[src/rtl/pra_pkg.sv]
// Shared types and constants for the protection region allocator.
`default_nettype none
package pra_pkg;
  localparam int REGION_SLOTS_DEF = 16;
  localparam int HW_ENTRIES_DEF = 16;
  localparam int PAGE_BYTES_DEF = 4096;

  localparam logic [7:0] MODE_TOR = 8'h08;
  localparam logic [7:0] MODE_NAPOT = 8'h18;

  typedef enum logic [2:0] {
    ACT_ALLOC = 3'd0,
    ACT_FREE = 3'd1,
    ACT_ENC_SET = 3'd2,
    ACT_ENC_UNSET = 3'd3,
    ACT_QUERY = 3'd4,
    ACT_CHECK = 3'd5
  } action_t;

  typedef enum logic [2:0] {
    ST_OK = 3'd0,
    ST_BAD_SIZE = 3'd1,
    ST_OVERLAP = 3'd2,
    ST_UNALIGNED = 3'd3,
    ST_BAD_TOR = 3'd4,
    ST_NO_ROOM = 3'd5,
    ST_BAD_SLOT = 3'd6
  } status_t;

  typedef enum logic [1:0] {
    PRI_ANY = 2'd0,
    PRI_TOP = 2'd1,
    PRI_BOTTOM = 2'd2
  } pri_t;

  typedef enum logic [2:0] {
    S_IDLE,
    S_SCAN,
    S_READ,
    S_EXEC,
    S_OUT1,
    S_OUT2
  } fsm_t;

  // Region record as held in the table memory.
  typedef struct packed {
    logic [63:0] base;
    logic [63:0] size;
    logic is_tor;
    logic may_overlap;
    logic [4:0] entry;
  } region_t;

  localparam int REC_W = $bits(region_t);
endpackage
`default_nettype wire

[src/rtl/pra_ram.sv]
// Generic single-port-write, registered-read RAM.
`default_nettype none
module pra_ram #(
  parameter int WIDTH = 8,
  parameter int DEPTH = 16
) (
  input wire logic clk,
  input wire logic we,
  input wire logic [$clog2(DEPTH)-1:0] waddr,
  input wire logic [WIDTH-1:0] wdata,
  input wire logic [$clog2(DEPTH)-1:0] raddr,
  output logic [WIDTH-1:0] rdata
);
  logic [WIDTH-1:0] mem [DEPTH];

  always_ff @(posedge clk) begin
    if (we) begin
      mem[waddr] <= wdata;
    end
    rdata <= mem[raddr];
  end
endmodule
`default_nettype wire

[src/rtl/pmp_region_allocator_core.sv]
// Top level of the protection region allocator: table memory and sequencer.
`default_nettype none
//
//  channel | direction | handshake     | payload
//  --------+-----------+---------------+-----------------------------------------
//  in      | sink      | valid / stall | action, region_start ... permission
//  out     | source    | out_valid /   | status, slot_given, entry_index, ...,
//          |           | out_stall     | overlap_found, last
//
//  One item at a time. Allocate and check_overlap scan every region slot
//  through the table memory, one read a cycle.
//  Free, encode and query read one record each.
//  Encode of a two-entry TOR region gives two beats.
//  Reset clears the slot and entry maps; records of free slots are never used
//  because the slot map gates every read result, so the table needs no clearing pass.
//  Output stalls hold the beat; input stall stays high until the item is done.
module pmp_region_allocator_core
  import pra_pkg::*;
#(
  parameter int REGION_SLOTS = REGION_SLOTS_DEF,
  parameter int HW_ENTRIES = HW_ENTRIES_DEF,
  parameter int PAGE_BYTES = PAGE_BYTES_DEF
) (
  input wire logic clk,
  input wire logic rst,
  input wire logic valid,
  output logic stall,
  input wire logic [2:0] action,
  input wire logic [63:0] region_start,
  input wire logic [63:0] region_length,
  input wire logic [1:0] priority_req,
  input wire logic overlap_allowed,
  input wire logic [3:0] slot,
  input wire logic [2:0] permission,
  output logic out_valid,
  input wire logic out_stall,
  output logic [2:0] status,
  output logic [3:0] slot_given,
  output logic [3:0] entry_index,
  output logic [63:0] entry_address,
  output logic [7:0] entry_config,
  output logic [63:0] base_out,
  output logic [63:0] length_out,
  output logic overlap_found,
  output logic last
);
  localparam int SW = $clog2(REGION_SLOTS);
  localparam int EW = $clog2(HW_ENTRIES);
  localparam logic [63:0] PG_MASK = 64'(PAGE_BYTES - 1);

  fsm_t state, state_next;

  // Latched request.
  logic [2:0] act;
  logic [63:0] req_start, req_len;
  logic [1:0] req_pri;
  logic req_allow;
  logic [3:0] req_slot;
  logic [2:0] req_perm;

  logic [REGION_SLOTS-1:0] slot_map;
  logic [HW_ENTRIES-1:0] entry_map;

  logic [SW-1:0] scan_idx;
  logic scan_rd_valid;
  logic [SW-1:0] scan_rd_idx;
  logic hit;

  // Table memory.
  logic ram_we;
  logic [SW-1:0] ram_waddr, ram_raddr;
  region_t ram_wdata, rec;

  pra_ram #(.WIDTH(REC_W), .DEPTH(REGION_SLOTS)) u_table (
    .clk(clk), .we(ram_we), .waddr(ram_waddr), .wdata(ram_wdata),
    .raddr(ram_raddr), .rdata(rec)
  );

  logic accept_in;
  assign stall = (state != S_IDLE);
  assign accept_in = valid && !stall;

  logic slot_ok;
  assign slot_ok = ({1'b0, req_slot} < 5'(REGION_SLOTS)) && slot_map[req_slot[SW-1:0]];

  // Overlap test of the scanned record against the request.
  logic [63:0] req_end, rec_end;
  logic req_wrap, rec_hits;
  assign req_end = req_start + req_len;
  assign req_wrap = req_end < req_start;
  assign rec_end = rec.base + rec.size;
  assign rec_hits = slot_map[scan_rd_idx] && !rec.may_overlap &&
                    (rec.base < req_end) && (rec_end > req_start);

  // Free slot and entry search (lowest index).
  logic free_slot_found;
  logic [SW-1:0] free_slot;
  logic e1_found, e2_found;
  logic [EW-1:0] e1, e2;
  always_comb begin
    free_slot_found = 1'b0;
    free_slot = '0;
    for (int i = REGION_SLOTS - 1; i >= 0; i--) begin
      if (!slot_map[i]) begin
        free_slot_found = 1'b1;
        free_slot = SW'(i);
      end
    end
    e1_found = 1'b0;
    e1 = '0;
    for (int i = HW_ENTRIES - 1; i >= 0; i--) begin
      if (!entry_map[i]) begin
        e1_found = 1'b1;
        e1 = EW'(i);
      end
    end
    e2_found = 1'b0;
    e2 = '0;
    for (int i = HW_ENTRIES - 2; i >= 0; i--) begin
      if (!entry_map[i] && !entry_map[i+1]) begin
        e2_found = 1'b1;
        e2 = EW'(i);
      end
    end
  end

  // Allocate decision (valid in S_EXEC).
  logic pri_any, pri_top, is_napot;
  logic [2:0] alloc_st;
  logic [EW-1:0] alloc_entry;
  logic [HW_ENTRIES-1:0] alloc_emask;
  always_comb begin
    pri_any = (req_pri == PRI_ANY) || (req_pri == 2'd3);
    pri_top = (req_pri == PRI_TOP);
    is_napot = (req_len == '1 && req_start == '0) ||
               (((req_len & (req_len - 64'd1)) == '0) &&
                ((req_start & (req_len - 64'd1)) == '0));
    alloc_entry = '0;
    alloc_emask = '0;
    alloc_st = ST_OK;
    if (req_len == '0) begin
      alloc_st = ST_BAD_SIZE;
    end else if (!req_allow && (req_wrap || hit)) begin
      alloc_st = ST_OVERLAP;
    end else if ((req_len != '1 && (req_len & PG_MASK) != '0) ||
                 (req_start & PG_MASK) != '0) begin
      alloc_st = ST_UNALIGNED;
    end else if (!is_napot && !pri_any && !(pri_top && req_start == '0)) begin
      alloc_st = ST_BAD_TOR;
    end else if (!free_slot_found) begin
      alloc_st = ST_NO_ROOM;
    end else if (is_napot) begin
      if (pri_any) begin
        if (!e1_found) alloc_st = ST_NO_ROOM;
        alloc_entry = e1;
        alloc_emask[e1] = 1'b1;
      end else if (pri_top) begin
        if (entry_map[0]) alloc_st = ST_NO_ROOM;
        alloc_emask[0] = 1'b1;
      end else begin
        alloc_entry = EW'(HW_ENTRIES - 1);
        alloc_emask[HW_ENTRIES-1] = 1'b1;
      end
    end else if (pri_any) begin
      if (!e2_found) alloc_st = ST_NO_ROOM;
      alloc_entry = e2 + EW'(1);
      alloc_emask[e2] = 1'b1;
      alloc_emask[e2+EW'(1)] = 1'b1;
    end else begin
      if (entry_map[0]) alloc_st = ST_NO_ROOM;
      alloc_emask[0] = 1'b1;
    end
  end

  // Record view for free / encode / query.
  logic two;
  logic [4:0] lo_entry;
  logic [63:0] enc_addr;
  assign two = rec.is_tor && (rec.entry != '0);
  assign lo_entry = rec.entry - 5'd1;
  always_comb begin
    if (rec.base == '0 && rec.size == '1) begin
      enc_addr = '1;
    end else if (!rec.is_tor) begin
      enc_addr = (rec.base | ((rec.size >> 1) - 64'd1)) >> 2;
    end else begin
      enc_addr = rec_end >> 2;
    end
  end

  // First result beat and map updates of the item, taken in S_EXEC.
  logic [2:0] res_status;
  logic [3:0] res_slot, res_entry;
  logic [63:0] res_addr, res_base, res_len;
  logic [7:0] res_cfg;
  logic res_ovl, res_last;
  logic [REGION_SLOTS-1:0] slot_map_next;
  logic [HW_ENTRIES-1:0] entry_map_next;
  always_comb begin
    res_status = ST_OK;
    res_slot = '0;
    res_entry = '0;
    res_addr = '0;
    res_cfg = '0;
    res_base = '0;
    res_len = '0;
    res_ovl = 1'b0;
    res_last = 1'b1;
    slot_map_next = slot_map;
    entry_map_next = entry_map;
    case (act)
      ACT_ALLOC: begin
        res_status = alloc_st;
        if (alloc_st == ST_OK) begin
          res_slot = 4'(free_slot);
          slot_map_next[free_slot] = 1'b1;
          entry_map_next = entry_map | alloc_emask;
        end
      end
      ACT_CHECK: res_ovl = req_wrap || hit;
      ACT_QUERY: begin
        if (!slot_ok) res_status = ST_BAD_SLOT;
        else begin
          res_base = rec.base;
          res_len = rec.size;
        end
      end
      ACT_FREE: begin
        if (!slot_ok) res_status = ST_BAD_SLOT;
        else begin
          slot_map_next[req_slot[SW-1:0]] = 1'b0;
          entry_map_next[rec.entry[EW-1:0]] = 1'b0;
          if (two) entry_map_next[lo_entry[EW-1:0]] = 1'b0;
        end
      end
      default: begin
        if (!slot_ok) res_status = ST_BAD_SLOT;
        else begin
          res_entry = rec.entry[3:0];
          res_last = !two;
          if (act == ACT_ENC_SET) begin
            res_addr = enc_addr;
            res_cfg = (rec.is_tor ? MODE_TOR : MODE_NAPOT) | {5'd0, req_perm};
          end
        end
      end
    endcase
  end

  // Sequencer. Hold the read address on the request slot outside the scan so
  // the record stays valid through both output beats.
  always_comb begin
    state_next = state;
    ram_raddr = req_slot[SW-1:0];
    case (state)
      S_IDLE: if (accept_in) begin
        state_next = (action == ACT_ALLOC || action == ACT_CHECK) ? S_SCAN : S_READ;
        if (action > ACT_CHECK) state_next = S_IDLE;
      end
      S_SCAN: begin
        ram_raddr = scan_idx;
        if (scan_idx == SW'(REGION_SLOTS - 1)) state_next = S_READ;
      end
      S_READ: state_next = S_EXEC;
      S_EXEC: state_next = S_OUT1;
      S_OUT1: if (!out_stall) state_next = (out_valid && !last) ? S_OUT2 : S_IDLE;
      S_OUT2: if (!out_stall) state_next = S_IDLE;
      default: state_next = S_IDLE;
    endcase
  end

  assign ram_we = (state == S_EXEC) && (act == ACT_ALLOC) && (alloc_st == ST_OK);
  assign ram_waddr = free_slot;
  always_comb begin
    ram_wdata.base = req_start;
    ram_wdata.size = req_len;
    ram_wdata.is_tor = !is_napot;
    ram_wdata.may_overlap = req_allow;
    ram_wdata.entry = 5'(alloc_entry);
  end

  always_ff @(posedge clk) begin
    if (rst) begin
      state <= S_IDLE;
      slot_map <= '0;
      entry_map <= '0;
      out_valid <= 1'b0;
      scan_rd_valid <= 1'b0;
      hit <= 1'b0;
    end else begin
      state <= state_next;
      scan_rd_valid <= (state == S_SCAN);
      scan_rd_idx <= scan_idx;
      if (scan_rd_valid && rec_hits) hit <= 1'b1;
      case (state)
        S_IDLE: begin
          hit <= 1'b0;
          scan_idx <= '0;
          if (accept_in) begin
            act <= action;
            req_start <= region_start;
            req_len <= region_length;
            req_pri <= priority_req;
            req_allow <= overlap_allowed;
            req_slot <= slot;
            req_perm <= permission;
          end
        end
        S_SCAN: scan_idx <= scan_idx + SW'(1);
        S_EXEC: begin
          out_valid <= 1'b1;
          status <= res_status;
          slot_given <= res_slot;
          entry_index <= res_entry;
          entry_address <= res_addr;
          entry_config <= res_cfg;
          base_out <= res_base;
          length_out <= res_len;
          overlap_found <= res_ovl;
          last <= res_last;
          slot_map <= slot_map_next;
          entry_map <= entry_map_next;
        end
        S_OUT1: if (!out_stall) begin
          if (!last) begin
            entry_index <= lo_entry[3:0];
            entry_address <= (act == ACT_ENC_SET) ? (rec.base >> 2) : '0;
            entry_config <= '0;
            last <= 1'b1;
          end else begin
            out_valid <= 1'b0;
          end
        end
        S_OUT2: if (!out_stall) out_valid <= 1'b0;
        default: ;
      endcase
    end
  end
endmodule
`default_nettype wire
[config.mk]
export PLATFORM = sky130hd
export DESIGN_NAME = pmp_region_allocator_core
export DESIGN_NICKNAME = d
export VERILOG_FILES = /design/src/rtl/pra_pkg.sv /design/src/rtl/pra_ram.sv /design/src/rtl/pmp_region_allocator_core.sv
export SDC_FILE = /design/constraint.sdc
export NUM_CORES = 2
export LEC_CHECK = 0
export CAP_MARGIN = 20
export CORE_MARGIN = 5
export CORE_UTILIZATION = 40
export DETAILED_ROUTE_END_ITERATION = 8
export DONT_BUFFER_PORTS = 1
export GPL_TIMING_DRIVEN = 0
export SLEW_MARGIN = 30
export SYNTH_ARGS = -nofsm -noshare
export SYNTH_HDL_FRONTEND = slang
export SYNTH_SLANG_ARGS = --single-unit
[constraint.sdc]
create_clock -name clk -period 15.35 [get_ports clk]
set_input_delay 0.7675 -clock clk [delete_from_list [all_inputs] [get_ports clk]]
set_output_delay 0.7675 -clock clk [all_outputs]
set_load 0.02 [all_outputs]
# ---- After elaboration in Yosys (flattened, before gate mapping)
# Memory sizes are Yosys's and may differ from the RTL's. A register that Yosys moved wholly into a read port is not among the register bits.
# Cells that the tools add are included.
dict set report totals {
  ff_bits 535
  ram_bits 2144
  in_bits 145
  out_inout_bits 215
  memories 1
}
dict set report op_classes {
  addsub 7
  n_lt_le_gt_ge 19
  n_eq_ne 24
  mux 196
  bitwise 14
  reduce_logical 98
}
# memory depth word_bits rd rd_ports_with_merged_regs write_ports line_no
set mem_list {}
lappend mem_list {u_table.mem 16 134 1 1 1 pra_ram.sv:14} ;# logic [WIDTH-1:0] mem [DEPTH];
# op n
set ops {}
lappend ops {{64-bit 2-to-1 mux} 6}
lappend ops {{64-bit zero test} 5}
lappend ops {{4-bit 2-to-1 mux} 61}
lappend ops {{16-bit 2-to-1 mux} 11}
lappend ops {{64-bit adder} 2}
lappend ops {{64-bit AND} 2}
lappend ops {{64-bit equality test (second input constant)} 2}
lappend ops {{64-bit less-than comparator} 2}
lappend ops {{64-bit case mux with 2 select lines} 1}
lappend ops {{64-bit nonzero test} 2}
lappend ops {{62-bit 2-to-1 mux} 2}
lappend ops {{1-bit 2-to-1 mux} 69}
lappend ops {{64-bit > comparator} 1}
lappend ops {{64-bit inequality test (second input constant)} 1}
lappend ops {{64-bit OR} 1}
lappend ops {{16-bit case mux with 2 select lines} 2}
lappend ops {{63-bit by 1-bit subtractor with 64-bit output (second input constant)} 1}
lappend ops {{64-bit by 1-bit subtractor with 64-bit output (second input constant)} 1}
lappend ops {{3-bit 2-to-1 mux} 18}
lappend ops {{16-bit AND} 3}
lappend ops {{16-bit inverter} 3}
lappend ops {{16-bit OR} 3}
lappend ops {{4-bit by 5-bit less-than comparator with 1-bit output (second input constant)} 8}
lappend ops {{1-bit logical AND} 39}
lappend ops {{other kinds (38)} 112}

# ---- Logic depth before layout (Yosys ltp)
dict set report logic_depth {
  word_depth 33
  ltp_mapped 27
  ltp_nobuf 26
}

# ---- Modules after synthesis
# From an unflattened synthesis, not the netlist that was laid out.
dict set report unflattened {
  hier_cells 7163
  hier_area_um2 116852.1
}
# module instances cells_per_inst area_per_inst_um2
set by_module_without_submodules {}
lappend by_module_without_submodules {pra_ram 1 3541 83909.2}
lappend by_module_without_submodules {pmp_region_allocator_core 1 3622 32942.8}

# ---- Worst setup path after synthesis
# Ideal clock, no wire load.
dict set report synth_timing {
  path_kind {input to register}
  from {input port rst}
  to {register act[0], enable pin}
  setup_time_ns 0.843
  arrival_ns 11.413
  required_ns 14.507
  setup_slack_ns 3.094
  cell_stages 3
  path_buffers 2
  path_cell_list {clkbuf_1 -> buf_1 -> nor3b_1}
}
dict set report synth_between {
  elab_chain_len 2
}
# item line_no
set synth_lines {}
lappend synth_lines {{from (decl)} pmp_region_allocator_core.sv:25} ;# input wire logic rst,
lappend synth_lines {{1-bit inverter (no line)} -}
lappend synth_lines {{3-bit AND reduction (no line)} -}
lappend synth_lines {{to (signal assigned)} pmp_region_allocator_core.sv:300} ;# act <= action;
lappend synth_lines {{to (decl)} pmp_region_allocator_core.sv:54} ;# logic [2:0] act;
# Every way passes these cells.
# A chain may end at the register's enable or synchronous reset.

# ---- Worst setup path after layout
dict set report layout_timing {
  from {register req_len[30]}
  to {memory u_table.mem[10][27] in the netlist's numbering, enable pin}
}
dict set report layout_between {
  elab_chain_len 16
  word_cells_on_any_way 30
  cone_classes {add/sub (2); order compare (1); eq/ne (2); mux (8); bitwise (2); reduce/logical (15)}
}
# item line_no
set layout_lines {}
lappend layout_lines {{from (decl)} pmp_region_allocator_core.sv:55} ;# logic [63:0] req_start, req_len;
lappend layout_lines {{from (signal assigned)} pmp_region_allocator_core.sv:302} ;# req_len <= region_length;
lappend layout_lines {{parallel branches: the longest is 11 deep, another holds 64-bit adder} -}
lappend layout_lines {{3-bit 2-to-1 mux (*)} pmp_region_allocator_core.sv:141} ;# if (req_len == '0) begin
lappend layout_lines {{3-bit zero test (*)} pmp_region_allocator_core.sv:272} ;# assign ram_we = (state == S_EXEC) && (act == ACT_ALLOC) && (alloc_st == ST_OK);
lappend layout_lines {{1-bit logical AND (*)} pmp_region_allocator_core.sv:272}
lappend layout_lines {{1-bit 2-to-1 mux (*)} pra_ram.sv:17} ;# if (we) begin
lappend layout_lines {{1-bit 2-to-1 mux (not written as such) (*)} pra_ram.sv:18} ;# mem[waddr] <= wdata;
lappend layout_lines {{to (decl)} pra_ram.sv:14}
# Mark *: on every way between the ends.

==> flow_metrics.tcl <==
set metrics [dict create \
    outcome "complete, no violations" \
    area_growth_pct 18.5 \
    post-cts-setup-buffers 0 \
    top_layer_used "met5" \
    synthCells 9875 \
    cts_made_buffers 293 \
    drive_above_1_share 0.0826 \
    path_buf_inv 6 \
    ys_warn_count 0 \
    cp-start-kind "flip-flop" \
    r2r_start "req_len[30]" \
    cp_data_required_time_ns 15.96 \
    antenna_found_initial 87 \
    hold_viol 0 \
    p_total_mw 23.5 \
    grt_max_degree 24 \
    place_area_mm2 0.129 \
    route.met2.wl_um 205000 \
    cts_hold_buf 141 \
    critPathSlowestCell "edfxtp_1" \
    synth_top_area_share 0.632 \
    ff2ff_setup_slack_ns 4.74 \
    cpPeakStageDelay_ns 1.03 \
    rsz0062_at_grt "no" \
    synth_seq_cells 2674 \
    p_per_area_mw_per_mm2 167 \
    cap_violations 0 \
    routed_wl_um 458000 \
    track_usage 0.287 \
    die_w_um 555 \
    crit_type "flip-flop to flip-flop" \
    seq_area_frac_synth 0.661 \
    path_clk_slew_ns 0.06 \
    crit_family "simple AND/OR/NAND/NOR gates" \
    instances_no_fill 14800 \
    yosys.area.top_type "edfxtp_1" \
    cts.repair.resized 0 \
    drt-met1-wl_um 181000 \
    drtIter0Drc 12400 \
    num_io_pins 360 \
    dr_wl_met3_um 46700 \
    gp_congestion 0.969 \
    synth_cell_types 103 \
    slew_headroom 0.229 \
    fin_crit_sh 0.691 \
    fin_skew_ns 0.0699 \
    dpl.hpwl_um 352000 \
    synthTopCellsByArea "edfxtp_1 63%, nand2_1 7.6%, ha_1 4.2%" \
    synth_top_flop_cell "edfxtp_1" \
    post-route-drc-count 0 \
    postRouteAntennaNets 0 \
    via_count 88300 \
    slew_viol_final 0 \
    setup_viol_count_final 0 \
    endpoint_kind "flip-flop" \
    min_from "out_stall" \
    clock_latency_ns 0.95 \
    vias_per_cell 5.96 \
    crit_arrival_ns 11.22 \
    cts_tree "built" \
    ir_drop_mv 0.0961 \
    synth_edf_count 2502 \
    async_flop_share 0 \
    hold_path.class "input port to flip-flop" \
    power_leakage_nw 49.7 \
    dpl.cell_count 14100 \
    clockBufferDepth 4 \
    dr.pass1.iters 8 \
    wl_per_cell_um 30.9 \
    worstPathMaxFanout 21 \
    synth_most_common_cell "edfxtp_1" \
    grt_pass1_wl_um 630000 \
    syn_area_per_cell_um2 12.0 \
    overflow 0 \
    cts_max_level 5 \
    grt_pass1_vias 83400 \
    fp.dieH_um 555 \
    hold_path_end "out_valid" \
    reg2regPathDepth 27 \
    syn-cell-area_mm2 0.119 \
    clock-sinks 2674 \
    r2r-end "u_table.mem[10][27]" \
    hold_path_depth 3 \
    fin_nets 11100 \
    num_rows 200 \
    maxClockFrequency_ghz 0.0943 \
    layout_min_cycle_time_ns 10.61 \
    die-area_mm2 0.308 \
    tightestPinTransition_ns 1.15 \
    floorplan.core_area_mm2 0.296 \
    design_area_mm2 0.141 \
    numPortBuffers 0 \
    synth_commonest_cells "2502 x edfxtp_1, 2418 x nand2_1, 605 x nand3_1, 534 x clkbuf_1, 405 x a311oi_1" \
    setup_tns_ns 0 \
    initial_utilization 0.401 \
    cts-root-buf "clkbuf_16" \
]
[logic make-up after synthesis]
kind of cell    after synthesis  share of synthesized area
other cells                   1                  0.0000316
xor+xnor                    175                     0.0129
simple gates               4233                      0.162
mux                          22                    0.00296
buf+inv                     771                     0.0246
compound gates             1600                     0.0940
flops                      2674                      0.661
fa+ha+maj                   399                     0.0421
[worst register-to-register path: cells and delay by family (launching register included)]
kind | cells | cell delay, ns
AND/OR/NAND/NOR | 8 | 4.03
AO/OA/AOI/OAI | 10 | 2.93
buffers and inverters | 6 | 1.54
flip-flops | 1 | 1.03
adder cells (fa/ha/maj) | 2 | 0.61
XOR/XNOR | 1 | 0.12
[per-layer routing]
metal | vias up | GRT usage
met3 | 962 | 0.0597
met5 | - | 0
li1 | 38400 | -
met2 | 5155 | 0.445
met4 | 48 | 0.140
met1 | 43700 | 0.385
[cell type report]
cell class,instances,area (µm²)
inverters,203,762
plain buffers,568,2250
repair buffers,418,6940
fillers,26100,155000
clock buffers,390,8010
diodes,60,150
clock inverters,139,1580
well taps,3939,4930
multi-input cells,6432,37700
flip-flops and latches,2674,78600
[how the worst max path moves through the flow]
| stage | from | to | slack [ns] | depth (start not counted) |
|---|---|---|---|---|
| after floorplan | rst | act[0] | 3.09 | 3 |
| after global placement | rst | req_len[8] | -9.71 | 3 |
| after detailed placement | req_start[36] | u_table.mem[10][34] | 4.93 | 26 |
| after CTS | req_start[36] | u_table.mem[10][21] | 4.93 | 26 |
| after global routing | req_len[30] | u_table.mem[10][22] | 4.47 | 26 |
| final | req_len[30] | u_table.mem[10][27] | 4.74 | 27 |
[state kept, by name, summed over array words and instances (netlist names), 2 cells and up]
name and count:
entry_config 5, status 3, scan_rd_idx 4, u_table.rdata 134
scan_idx 4, req_perm 3, u_table.mem 2144, req_start 64
act 3, slot_given 4, entry_index 4, state 3
req_slot 4, base_out 64, entry_address 63, entry_map 16
slot_map 16, req_pri 2, length_out 64, req_len 64
[layout by cell type (no fill, tap or decap), types with 34 or more instances in the layout]
master	instances
buf_6	60
clkbuf_2	35
buf_16	134
and2_1	142
dfxtp_1	166
a21o_1	131
o21a_1	38
nor2_1	213
buf_8	34
nand3_1	605
nor4_1	84
clkinv_2	40
nand2_1	2418
nand2b_1	84
xor2_1	66
nand4_1	133
o21ai_0	173
dlygate4sd3_1	141
a311oi_1	404
xnor2_1	109
and3_1	280
diode_2	60
ha_1	397
clkbuf_1	563
nor2b_1	41
nor3_1	75
or3_1	34
a31oi_1	161
clkbuf_16	300
inv_1	202
clkinv_1	36
edfxtp_1	2502
a21oi_1	345
[where the power goes]
| part | total (mW) | switching (mW) | internal, mW |
|---|---|---|---|
| logic | 7.11 | 4.86 | 2.25 |
| registers | 9.31 | 1.06 | 8.26 |
| clock network | 7.06 | 2.96 | 4.09 |
| total | 23.5 | 8.88 | 14.6 |
[through the flow]
stage                util  hold WS, ns  setup slack [ns]
floorplan               -        0.479              3.09
global placement    0.418        0.512             -9.71
detailed placement  0.436        0.510              4.93
CTS                 0.474       0.0697              4.93
global route        0.475        0.163              4.47
finish              0.475        0.120              4.74
(Power assumes the default switching activity.)
